===== config.mk =====
export PLATFORM = sky130hd
export DESIGN_NAME = tlr_ram
export DESIGN_NICKNAME = d
export VERILOG_FILES = /design/src/rtl/tlr_ram.sv
export SDC_FILE = /design/constraint.sdc
export NUM_CORES = 2
export LEC_CHECK = 0
export BUFFER_PORTS_ARGS = -buffer_cell sky130_fd_sc_hd__buf_2
export CORE_UTILIZATION = 65
export CTS_BUF_LIST = sky130_fd_sc_hd__clkbuf_4 sky130_fd_sc_hd__clkbuf_8
export DETAILED_ROUTE_END_ITERATION = 7
export GPL_TIMING_DRIVEN = 0
export HOLD_SLACK_MARGIN = 0.12
export PLACE_DENSITY_LB_ADDON = 0.12
export SYNTH_ARGS = -nofsm -noshare
export SYNTH_HDL_FRONTEND = slang
export SYNTH_SLANG_ARGS = --single-unit

===== constraint.sdc =====
create_clock -name clk -period 5.7 [get_ports clk]
set_clock_uncertainty 0.05 [all_clocks]
set_input_delay 1.14 -clock clk [delete_from_list [all_inputs] [get_ports clk]]
set_output_delay 1.14 -clock clk [all_outputs]
set_load 0.005 [all_outputs]

===== src/rtl/tlr_ram.sv =====
`timescale 1ns / 1ps
module tlr_ram #(
  parameter int WIDTH = 8,
  parameter int DEPTH = 256,
  localparam int AW = (DEPTH > 1) ? $clog2(DEPTH) : 1
) (
  input  logic             clk,
  input  logic             we,
  input  logic [AW-1:0]    waddr,
  input  logic [WIDTH-1:0] wdata,
  input  logic             re,
  input  logic [AW-1:0]    raddr,
  output logic [WIDTH-1:0] rdata
);

  logic [WIDTH-1:0] mem [DEPTH];

  always_ff @(posedge clk) begin
    if (we) begin
      mem[waddr] <= wdata;
    end
    if (re) begin
      rdata <= mem[raddr];
    end
  end

endmodule


Word-level counts from Yosys, hierarchy flattened
Memories as Yosys holds them, arrays and structs flattened. A register that Yosys moved wholly into a read port is not among the register bits.
Cells that the tools add are included.
W data, S select, Z words.
{"block": "op_classes", "n_mux": 2}
{"op": "$mux W1", "count": 2}
{"block": "word_totals", "reg_bits": 0, "mem_bits_rw": 2048, "out_inout_bits": 8, "n_memories": 1}
{"memory": "mem", "depth": 256, "width": 8, "read_ports": 1, "rd_ports_with_merged_regs": 1, "wr": 1, "line": "16", "source": "logic [WIDTH-1:0] mem [DEPTH];"}

Longest topological paths before layout
{"block": "depth", "depth_word": 2, "ltp_mapped": 11, "mapped_depth_nobuf": 6}

Worst setup path after synthesis
No wires, ideal clock.
{"block": "synth_timing", "kind": "input -> register", "from": "input port raddr[0]", "to": "register rdata[2], read port of mem (data pin)", "setup_ps": 269, "arrival_time_ps": 2947, "setup_slack_ps": 2434, "path_stages": 9, "cell_sequence": "buf_6 buf_12 buf_8 buf_2 mux4_2 a22oi_1 a21oi_1 nor4_1 nor4_2"}
{"element": "start: declaration", "line": "12", "source": "input logic [AW-1:0] raddr,"}
{"element": "end: declaration", "line": "13", "source": "output logic [WIDTH-1:0] rdata"}

==> flow_metrics.env <==
export IMPL_status="finished with violations"
export IMPL_violations="capacitance limit, slew limit"
export IMPL_path_clk_slew_ps=60
export IMPL_clock_path_buffers=4
export IMPL_dp_hpwl_um=151000
export IMPL_start_util_pct=65.4
export IMPL_place_area_um2=82200
export IMPL_finalSetupViolCount=0
export IMPL_cts_buffers=329
export IMPL_post_cts_setup_buffers=0
export IMPL_seq_power_share_pct=55.3
export IMPL_reg2reg_slack_ps=1730
export IMPL_yosysMostFrequentCell="edfxtp_1"
export IMPL_final_area_um2=88100
export IMPL_crit_required_ps=6210
export IMPL_num_io_pins=35
export IMPL_cts_resized=0
export IMPL_grt_ovfl_total=0
export IMPL_p_switching_mw=6.84
export IMPL_synth_top_area_cell="edfxtp_1"
export IMPL_track_usage_pct=37.5
export IMPL_tightest_slew_ps=1590
export IMPL_gp_congestion=0.996
export IMPL_synth_seq_cells=2056
export IMPL_utilization_pct=72.4
export IMPL_rows=128
export IMPL_clk_latency_ps=1040
export IMPL_power_density_nw_per_um2=343
export IMPL_avgSynthCellArea_um2=21.3
export IMPL_critPathLaunchType="input port"
export IMPL_cts_tree="done"
export IMPL_yosysUniqueCellTypes=54
export IMPL_finalWirelength_um=230000
export IMPL_yosys_warnings=0
export IMPL_vias=42800
export IMPL_r2r_end="rdata[1]$_DFFE_PP_"
export IMPL_drv_cap=14
export IMPL_synth_enable_flop_cells=2056
export IMPL_fin_crit_sh_pct=97.9
export IMPL_synth_fp_nets=3760
export IMPL_slew_violations=113
export IMPL_drtPass1Iterations=8
export IMPL_leakagePower_nw=27.4
export IMPL_stdcell_count=5961
export IMPL_rsz0062_at_grt="false"
export IMPL_cp_startpoint="raddr[2]"
export IMPL_cp_data_arrival_time_ps=6090
export IMPL_post_drt_wl_per_cell_um=38.6
export IMPL_antenna_found_initial=15
export IMPL_cpMostUsedCell="buf_2"
export IMPL_areaGrowthSynthToFinish_pct=10.7
export IMPL_port_buffers=27
export IMPL_fin_nets=4131
export IMPL_ff2ff_path_depth=6
export IMPL_synthTopCellsByCount="edfxtp_1, mux4_2, nor2_1"
export IMPL_vias_per_cell=7.19
export IMPL_synth_area_top_cells="edfxtp_1, mux4_2, mux2i_1"
export IMPL_crit_end="rdata[5]$_DFFE_PP_"
export IMPL_finalSetupTns_ps=0
export IMPL_async_flop_share_pct=0
export IMPL_drc=0
export IMPL_cp_depth=9
export IMPL_cts_hold_buffers=0
export IMPL_crit_path_end_kind="register"
export IMPL_slowest_stage="clkbuf_1"
export IMPL_vdd_ir_drop_max_mv=0.287
export IMPL_crit_buf_inv=4
export IMPL_clockPowerShare_pct=38.9
export IMPL_h_tree_depth=5
export IMPL_fp_dieArea_um2=124000
export IMPL_holdCritPathClass="in2reg"
export IMPL_place_inst=5397
export IMPL_clock_sinks=2056
export IMPL_synthCells=3733
export IMPL_relSlewSlack_pct=-5.84
export IMPL_grt_pass1_wl_um=315000
export IMPL_core_area_um2=122000
export IMPL_drt_iter0_drc=7262
export IMPL_final_hold_viol_count=0
export IMPL_grt_pass1_vias=41600
export IMPL_drive_above_1_share_pct=25.2
export IMPL_power_internal_mw=23.4
export IMPL_chipWidth_um=352
export IMPL_clockRootBuffer="clkbuf_8"
export IMPL_dieHeight_um=352
export IMPL_netlist_area_um2=79600
export IMPL_ant_nets=0
export IMPL_synth_ff_type="edfxtp_1"
export IMPL_swShare_pct=22.6
export IMPL_critical_path_top_delay_family="simple AND/OR/NAND/NOR gates"
export IMPL_combPwrFrac_pct=5.8
export IMPL_synth_top_area_share_pct=77.5
export IMPL_crit_type="in2reg"
export IMPL_grt_max_degree=177
export IMPL_max_stage_delay_ps=1220
export IMPL_min_period_ps=5580
export IMPL_r2r_start="mem[172][1]$_DFFE_PP_"
export IMPL_max_freq_ghz=0.179
export IMPL_cp_cell_sequence="buf_2, buf_2, buf_2, nor2_1, clkbuf_1, a22oi_1, a21oi_1, nor4_1, nor4_1"
export IMPL_cp_max_fo=10
export IMPL_ys_seq_area_share_pct=77.5
[how the worst min path moves through the flow]
stage                     cells after the start                 end  slack, ps                  from
after floorplan                               6  rdata[3]$_DFFE_PP_        810  mem[40][3]$_DFFE_PP_
after global placement                        1  rdata[4]$_DFFE_PP_       1430                    re
after detailed placement                      1  rdata[5]$_DFFE_PP_       1440                    re
after CTS                                     1  rdata[0]$_DFFE_PP_        400                    re
after global routing                          1  rdata[0]$_DFFE_PP_        450                    re
final                                         1  rdata[0]$_DFFE_PP_        460                    re
[per-stage QoR]
stage          power [mW]  setup WS (ps)  hold WS, ps
6_report             30.2            122          462
5_1_grt              30.8            352          446
4_1_cts              30.1            516          405
3_5_place_dp         18.7           -507         1440
3_3_place_gp         18.7           -459         1430
2_1_floorplan        17.8           2430          814
[layer usage]
layer | GRT usage (%) | routed length, µm | share of wire, % | vias up
met3 | 12.1 | 32200 | 14 | 751
li1 | - | - | - | 16500
met5 | 0 | 94 | 0.041 | -
met1 | 51.3 | 79900 | 35 | 21900
met2 | 53.0 | 101000 | 44 | 3666
met4 | 23.5 | 16500 | 7.2 | 14
[cells by family (layout without fill, tap and decap cells)]
family,Yosys count,after routing,synth area share (%)
compound gates,385,385,3.42
buf+inv,235,828,1.83
flops,2056,2056,77.5
mux,591,591,14.6
other cells,0,10,0
simple gates,466,466,2.63
[placed cells by master, fill, tap and decap left out, types with 5 or more instances in the layout]
master,count
o22ai_1,28
buf_12,8
nor3_1,22
clkinv_1,81
clkbuf_2,11
nand3_1,34
buf_8,21
mux2i_1,134
nor2_1,282
mux4_2,454
o21ai_0,10
nor4_1,24
and2_1,6
buf_2,52
clkbuf_4,107
nand4_1,10
o211ai_1,10
o221ai_1,46
clkinv_2,24
buf_4,27
a22o_1,8
nand2_1,33
a221oi_1,13
buf_6,22
buf_1,21
a22oi_1,133
edfxtp_1,2056
clkbuf_1,101
nor2b_1,31
clkbuf_8,334
nand2b_1,8
diode_2,10
a21oi_1,96
buf_16,10
o22a_1,5
a211oi_1,16
[final cells by class]
| class | instances | area (µm²) |
|---|---|---|
| fillers | 7059 | 33600 |
| clock buffers | 441 | 5400 |
| clock inverters | 112 | 507 |
| repair buffers | 40 | 512 |
| diodes | 10 | 25.0 |
| multi-input cells | 1442 | 16400 |
| plain buffers | 233 | 1460 |
| flip-flops and latches | 2056 | 61700 |
| inverters | 2 | 7.51 |
| well taps | 1625 | 2030 |
[state kept, by name, summed over array words and instances (netlist names)]
| register | count |
|---|---|
| rdata | 8 |
| mem | 2048 |
[power by group through the flow]
stage	combinational (mW)	clock [mW]	sequential, mW
after floorplan	0.810	0	17.0
after global placement	1.64	0	17.1
after detailed placement	1.69	0	17.0
after CTS	1.70	11.7	16.7
after global routing	1.77	12.3	16.7
final	1.76	11.8	16.7
Power figures use the tool's default switching activity.
