==> config.mk <==
export PLATFORM = sky130hd
export DESIGN_NAME = tlr_asm
export DESIGN_NICKNAME = d
export VERILOG_FILES = /design/src/rtl/tlr_pkg.sv /design/src/rtl/tlr_asm.sv
export SDC_FILE = /design/constraint.sdc
export NUM_CORES = 1
export LEC_CHECK = 0
export BUFFER_PORTS_ARGS = -buffer_cell sky130_fd_sc_hd__buf_2
export CORE_MARGIN = 1.5
export CORE_UTILIZATION = 45
export DETAILED_ROUTE_END_ITERATION = 10
export PLACE_DENSITY = 0.71
export SETUP_SLACK_MARGIN = 0.5
export SYNTH_ARGS = -nofsm -noshare
export SYNTH_HDL_FRONTEND = slang
export SYNTH_SLANG_ARGS = --single-unit
==> constraint.sdc <==
create_clock -name clk -period 3 [get_ports clk]
set_input_delay 0 -clock clk [delete_from_list [all_inputs] [get_ports clk]]
set_output_delay 0 -clock clk [all_outputs]
set_load 0.03 [all_outputs]
==> src/rtl/tlr_pkg.sv <==
`timescale 1ns / 1ps
package tlr_pkg;

  localparam logic [1:0] CMD_PUSH   = 2'd0;
  localparam logic [1:0] CMD_READ   = 2'd1;
  localparam logic [1:0] CMD_REPORT = 2'd2;

  localparam logic [1:0] KIND_EMPTY  = 2'd0;
  localparam logic [1:0] KIND_LINE   = 2'd1;
  localparam logic [1:0] KIND_REPORT = 2'd2;

  localparam logic [7:0]  NEWLINE_BYTE = 8'd10;
  localparam logic [3:0]  TAG_LEN      = 4'd9;
  localparam logic [15:0] DROP_MAX     = 16'hFFFF;

  typedef struct packed {
    logic [1:0] cmd;
    logic [7:0] data_byte;
  } tlr_in_t;

  typedef struct packed {
    logic [1:0]  kind;
    logic [7:0]  out_byte;
    logic        last_of_line;
    logic [15:0] dropped_lines;
  } tlr_out_t;

  typedef struct packed {
    logic done;
    logic keep;
  } tlr_line_t;

  function automatic logic [7:0] tag_byte(input logic [3:0] idx);
    logic [7:0] b;
    case (idx)
      4'd0:    b = 8'h5B;
      4'd1:    b = 8'h4C;
      4'd2:    b = 8'h4C;
      4'd3:    b = 8'h50;
      4'd4:    b = 8'h20;
      4'd5:    b = 8'h76;
      4'd6:    b = 8'h3D;
      4'd7:    b = 8'h32;
      4'd8:    b = 8'h5D;
      default: b = 8'h00;
    endcase
    return b;
  endfunction

endpackage

==> src/rtl/tlr_asm.sv <==
`timescale 1ns / 1ps
module tlr_asm import tlr_pkg::*; #(
  parameter int LINE_BYTES = 256,
  localparam int OW = $clog2(LINE_BYTES)
) (
  input  logic          clk,
  input  logic          rst_n,
  input  logic          push,
  input  logic [7:0]    push_byte,
  output logic          wr_en,
  output logic [OW-1:0] wr_off,
  output tlr_line_t     line,
  output logic [OW-1:0] line_size
);

  localparam logic [OW-1:0] CAP = OW'(LINE_BYTES - 1);

  logic [OW-1:0] len_r, len_nxt;
  logic [3:0]    prog_r, prog_nxt;
  logic          matched_r, matched_nxt;
  logic          stopped_r, stopped_nxt;
  logic          is_nl;

  assign is_nl     = (push_byte == NEWLINE_BYTE);
  assign wr_en     = push && !is_nl && (len_r < CAP);
  assign wr_off    = len_r;
  assign line_size = len_r;
  assign line.done = push && is_nl;
  assign line.keep = matched_r;

  always_comb begin
    len_nxt     = len_r;
    prog_nxt    = prog_r;
    matched_nxt = matched_r;
    stopped_nxt = stopped_r;
    if (line.done) begin
      len_nxt     = '0;
      prog_nxt    = '0;
      matched_nxt = 1'b0;
      stopped_nxt = 1'b0;
    end else if (wr_en) begin
      len_nxt = len_r + 1'b1;
      if (push_byte == 8'd0) begin
        stopped_nxt = 1'b1;
      end else if (!matched_r && !stopped_r) begin
        if (prog_r < TAG_LEN && push_byte == tag_byte(prog_r)) begin
          prog_nxt = prog_r + 4'd1;
        end else begin
          prog_nxt = (push_byte == tag_byte(4'd0)) ? 4'd1 : 4'd0;
        end
        if (prog_nxt >= TAG_LEN) begin
          matched_nxt = 1'b1;
        end
      end
    end
  end

  always_ff @(posedge clk) begin
    if (!rst_n) begin
      len_r     <= '0;
      prog_r    <= '0;
      matched_r <= 1'b0;
      stopped_r <= 1'b0;
    end else begin
      len_r     <= len_nxt;
      prog_r    <= prog_nxt;
      matched_r <= matched_nxt;
      stopped_r <= stopped_nxt;
    end
  end

endmodule

### Yosys cells after proc, flatten, opt, wreduce, memory -nomap -nowiden

Memories as Yosys holds them, arrays and structs flattened. A register that Yosys moved wholly into a read port is not among the register bits.
Index checks and enable logic that the tools add are counted.

| word-level totals | value |
|---|---|
| memories | 1 |
| ROM bits | 112 |
| flip-flop bits (word level) | 14 |
| input bits | 11 |
| output and inout port bits | 19 |

Memory list:

| memory | words | width | rd ports | clocked after Yosys merged registers in | wr ports | RTL line | text |
|---|---|---|---|---|---|---|---|
| (name not given) | 16 | 7 | 1 | 1 | 0 | tlr_pkg.sv:35 | `case (idx)` |

| operators by class | value |
|---|---|
| reductions and logical operators | 13 |
| muxes and demuxes | 12 |
| bitwise operators | 2 |
| eq/ne operators | 3 |
| $lt $le $gt $ge | 3 |
| $add $sub $neg | 2 |

Operator list:

| cell | count |
|---|---|
| two-way mux 8 bit | 4 |
| two-way mux 4 bit | 7 |
| adder 8 x 1 -> 8 bit (second input constant) | 1 |
| == test 8 x 4 -> 1 bit (second input constant) | 1 |
| == test 8 x 7 -> 1 bit (second input constant) | 1 |
| == test 8 bit | 1 |
| logical NOT 8 bit | 1 |
| less-than comparator 8 bit (second input constant) | 1 |
| logical AND 1 bit | 5 |
| adder 4 x 1 -> 4 bit (second input constant) | 1 |
| >= comparator 4 bit (second input constant) | 1 |
| less-than comparator 4 bit (second input constant) | 1 |
| AND reduction 4 bit | 1 |
| logical NOT 1 bit | 3 |
| AND reduction 3 bit | 1 |
| inverter 1 bit | 2 |
| AND reduction 2 bit | 1 |
| OR reduction 2 bit | 1 |
| two-way mux 1 bit | 1 |

### Longest topological paths before layout

| depth | value |
|---|---|
| depth after elaboration | 15 |
| mapped depth | 14 |
| depth with buffers taken out | 13 |

### Least setup slack after synthesis

OpenSTA, ideal clock, no wires.

| path | value |
|---|---|
| kind | reg-to-reg |
| start point | register len_r[0], in the netlist line_size[0] |
| end point | register (tool-made name) |
| buffers on the path | 0 |
| slack | 0.221 ns |
| clock period less this slack | 2.779 ns |
| stages on the path, launching flop included | 12 |
| data required time | 2.866 ns |
| data arrival time | 2.645 ns |
| cells stage by stage | dfxtp_1 ha_1 nand3_1 or3_1 nand4_2 nand2_1 o21ai_0 and2_1 inv_1 ha_1 nor3b_1 or4_1 |

RTL lines:

| item | RTL line | text |
|---|---|---|
| start: declaration | tlr_asm.sv:18 | `logic [OW-1:0] len_r, len_nxt;` |
| start signal: assignment | tlr_asm.sv:65 | `len_r <= len_nxt;` |

==> metrics.cfg <==
[status]
status = finished, final reports clean

[cts]
clk_pin_slew_worst_paths_ns = 0.13
root_buffer = clkbuf_4
clock_latency_ns = 0.32
cts_inserted_buffers = 3
cts_tree = built
cts.path.max_buffers = 2
htree_levels = 1
cts_sinks = 21

[cells_and_area]
final_net_count = 196
num_antenna_cells = 0
layout_commonest_cell = buf_2
fill_cells = 259
mostFrequentLayoutCells = buf_2 (29), dfxtp_1 (14), nor2_1 (13)
layout-drive-gt1-share_pct = 43.50
area.growth.synth_to_final_pct = 23.66
fin_area_um2 = 1583

[routing]
postRouteAntennaNets = 0
first_pass_iters = 4
routed_wl_mm = 2.764
drt_iter0_markers = 59
via_per_inst = 5.361
vias = 1115
wire_per_inst_um = 13.29
drc = 0

[synth]
ys_dominant_reg_cell = dfxtp_1
synth_nets = 165
syn_area_um2 = 1280
synthCells = 147
synth_area_per_cell_um2 = 8.707
synth-seq-cells = 21
synth-edff-count = 0
synth-async-reset-ratio_pct = 0
seq_area_frac_synth_pct = 32.84
yosys_warnings = 0
ys_types = 45

[sta]
rsz0062_at_grt = yes
drv_slew = 0
hold_viol_final = 0
skew_ns = 0.01125
fmax_mhz = 403.1
max_slew_margin_pct = 71.14
final.setup.tns_ns = 0
finalCritPeriodShare_pct = 82.69
worstMarginPinSlew_ns = 0.4293
min_period_ns = 2.481
setup_viol = 0

[grt]
antenna_found_initial = 0
grtUsageMet1_pct = 22.22
grt.busiest_layer = met2
grt_max_degree = 17
grtUsageTotal_pct = 18.68
grt_pass1_wl_mm = 4.636
globalRouteOverflowTotal = 0
met3_usage_pct = 2.765
grt_util_met2_pct = 33.61
grt_pass1_vias = 1059

[setup_path]
required_ns = 3.20
cpMaxStageDelayCell = or4_1
path_cells = inv_2 -> ha_4 -> nand2b_4 -> a2111oi_4 -> and3_4 -> nand2_2 -> o21ai_2 -> and2_4 -> inv_4 -> ha_4 -> nor2_1 -> or4_1
crit_type = reg -> reg
cp_common_cell = ha_4
crit_arrival_ns = 2.68
crit_path_max_fanout = 3
critPathTopFamily = simple AND/OR/NAND/NOR gates
crit_buf_inv = 2
worstSetupEndpointType = register
slowest_delay_ns = 0.50
start_kind = register

[power]
power-per-cell-area_nw_per_um2 = 313.5
power_leakage_nw = 0.6973
power.internal_uw = 356.9
sw_frac_of_total_pct = 28.06
p_seq_share_pct = 57.5
pwr-share-comb_pct = 13.7
ir_worst_vdd_v = 0.0002938
p_sw_uw = 139.2
clockPowerShare_pct = 28.8

[floorplanning]
die_y_um = 56.33
fp-row-count = 19
dieWidth_um = 56.33
pin_count = 30
dieArea_um2 = 3173
initial_core_util_pct = 46.82
core_area_um2 = 2734

[place]
port_buffers = 29
place_area_um2 = 1439
hpwlAfterDp_mm = 2.049
gp_congestion = 0.8252

[job]
max-cap-violations = 0

[hold_path]
min_path_type = in -> reg

## per-layer routing
metal	up-vias	routed length, µm
li1	571	-
met1	512	1193
met2	27	1415
met3	5	102
met4	0	53
met5	-	0
## worst reg2reg max path: stages (launching register included)
cell and delay, ns:
dfxtp_2 0.34, inv_2 0.07, ha_4 0.14, nand2b_4 0.05, a2111oi_4 0.32, and3_4 0.27
nand2_2 0.05, o21ai_2 0.13, and2_4 0.18, inv_4 0.04, ha_4 0.25, nor2_1 0.03
or4_1 0.50
## cell type report
type / count / area [µm²] / share of cell area, %
multi-input combinational: 104 / 824.5 / 52.09
sequential: 21 / 436.7 / 27.59
timing repair buffer: 38 / 212.7 / 13.44
inverter: 10 / 42.54 / 2.688
tap: 31 / 38.79 / 2.451
clock buffer: 3 / 22.52 / 1.423
clock inverter: 1 / 5.005 / 0.3162
## stage by stage
step | power (mW) | util [%] | setup slack (ns) | hold WS (ns) | cells
detailed placement | 0.3548 | 52.63 | 0.3112 | 0.3697 | 196
global route | 0.5142 | 57.89 | 0.3871 | 0.08825 | 208
global placement | 0.3531 | 52.63 | 0.3948 | 0.3579 | 196
CTS | 0.4990 | 57.48 | 0.5047 | 0.03466 | 208
floorplan | 0.3348 | - | 0.4773 | 0.2050 | 147
finish | 0.4961 | 57.89 | 0.5194 | 0.03209 | 208
## synth_stat cells, types with 2 or more instances
library cell / number / area, µm²
nor2_1: 13 / 48.80
or3_1: 3 / 18.77
a31oi_1: 3 / 18.77
nand4_1: 4 / 25.02
nor3_1: 3 / 15.01
a21oi_1: 3 / 15.01
o21ai_0: 6 / 30.03
and3_1: 3 / 18.77
xor2_1: 10 / 87.58
nand3_1: 3 / 15.01
buf_4: 10 / 75.07
inv_1: 10 / 37.54
nand2_1: 11 / 41.29
xnor2_1: 2 / 17.52
a21o_1: 2 / 15.01
ha_1: 7 / 87.58
dfxtp_1: 21 / 420.4
and2_1: 2 / 12.51
clkbuf_1: 2 / 7.510
mux2_2: 2 / 22.52
nand2b_1: 2 / 12.51
nor4_1: 2 / 12.51
## kinds of logic after synthesis
family / Yosys count / share of synthesized area (%)
AND/OR/NAND/NOR: 56 / 25.32
AO/OA/AOI/OAI: 26 / 14.86
multiplexers: 3 / 2.541
flip-flops: 21 / 32.84
buffers and inverters: 22 / 9.385
XOR/XNOR: 12 / 8.211
adder cells (fa/ha/maj): 7 / 6.842
## path summary, 6_finish.rpt
path	startpoint	cells after the start	to	slack, ns
max	prog_r[0]$_SDFFE_PP0N_	12	register	0.52
min	push	3	line_size[6]$_SDFFE_PP0N_	0.03
max reg2reg	prog_r[0]$_SDFFE_PP0N_	12	register	0.52
min reg2reg	stopped_r$_SDFFE_PP0P_	2	stopped_r$_SDFFE_PP0P_	0.50
## power by group through the flow
stage	registers (mW)	logic, mW	clock network, mW
after floorplan	0.298	0.0368	0
after global placement	0.292	0.0610	0
after detailed placement	0.293	0.0622	0
after CTS	0.285	0.0675	0.146
after global routing	0.286	0.0729	0.155
final	0.285	0.0679	0.143
## repair_timing
item / in CTS / in global routing
hold buffers: 0 / 0
gates resized for setup: 9 / 2
pin swaps: 10 / 2
endpoints found under the setup margin: 1 / 1
endpoints found under the hold margin: 0 / 0
setup buffers: 8 / 0
(Power assumes the default switching activity.)
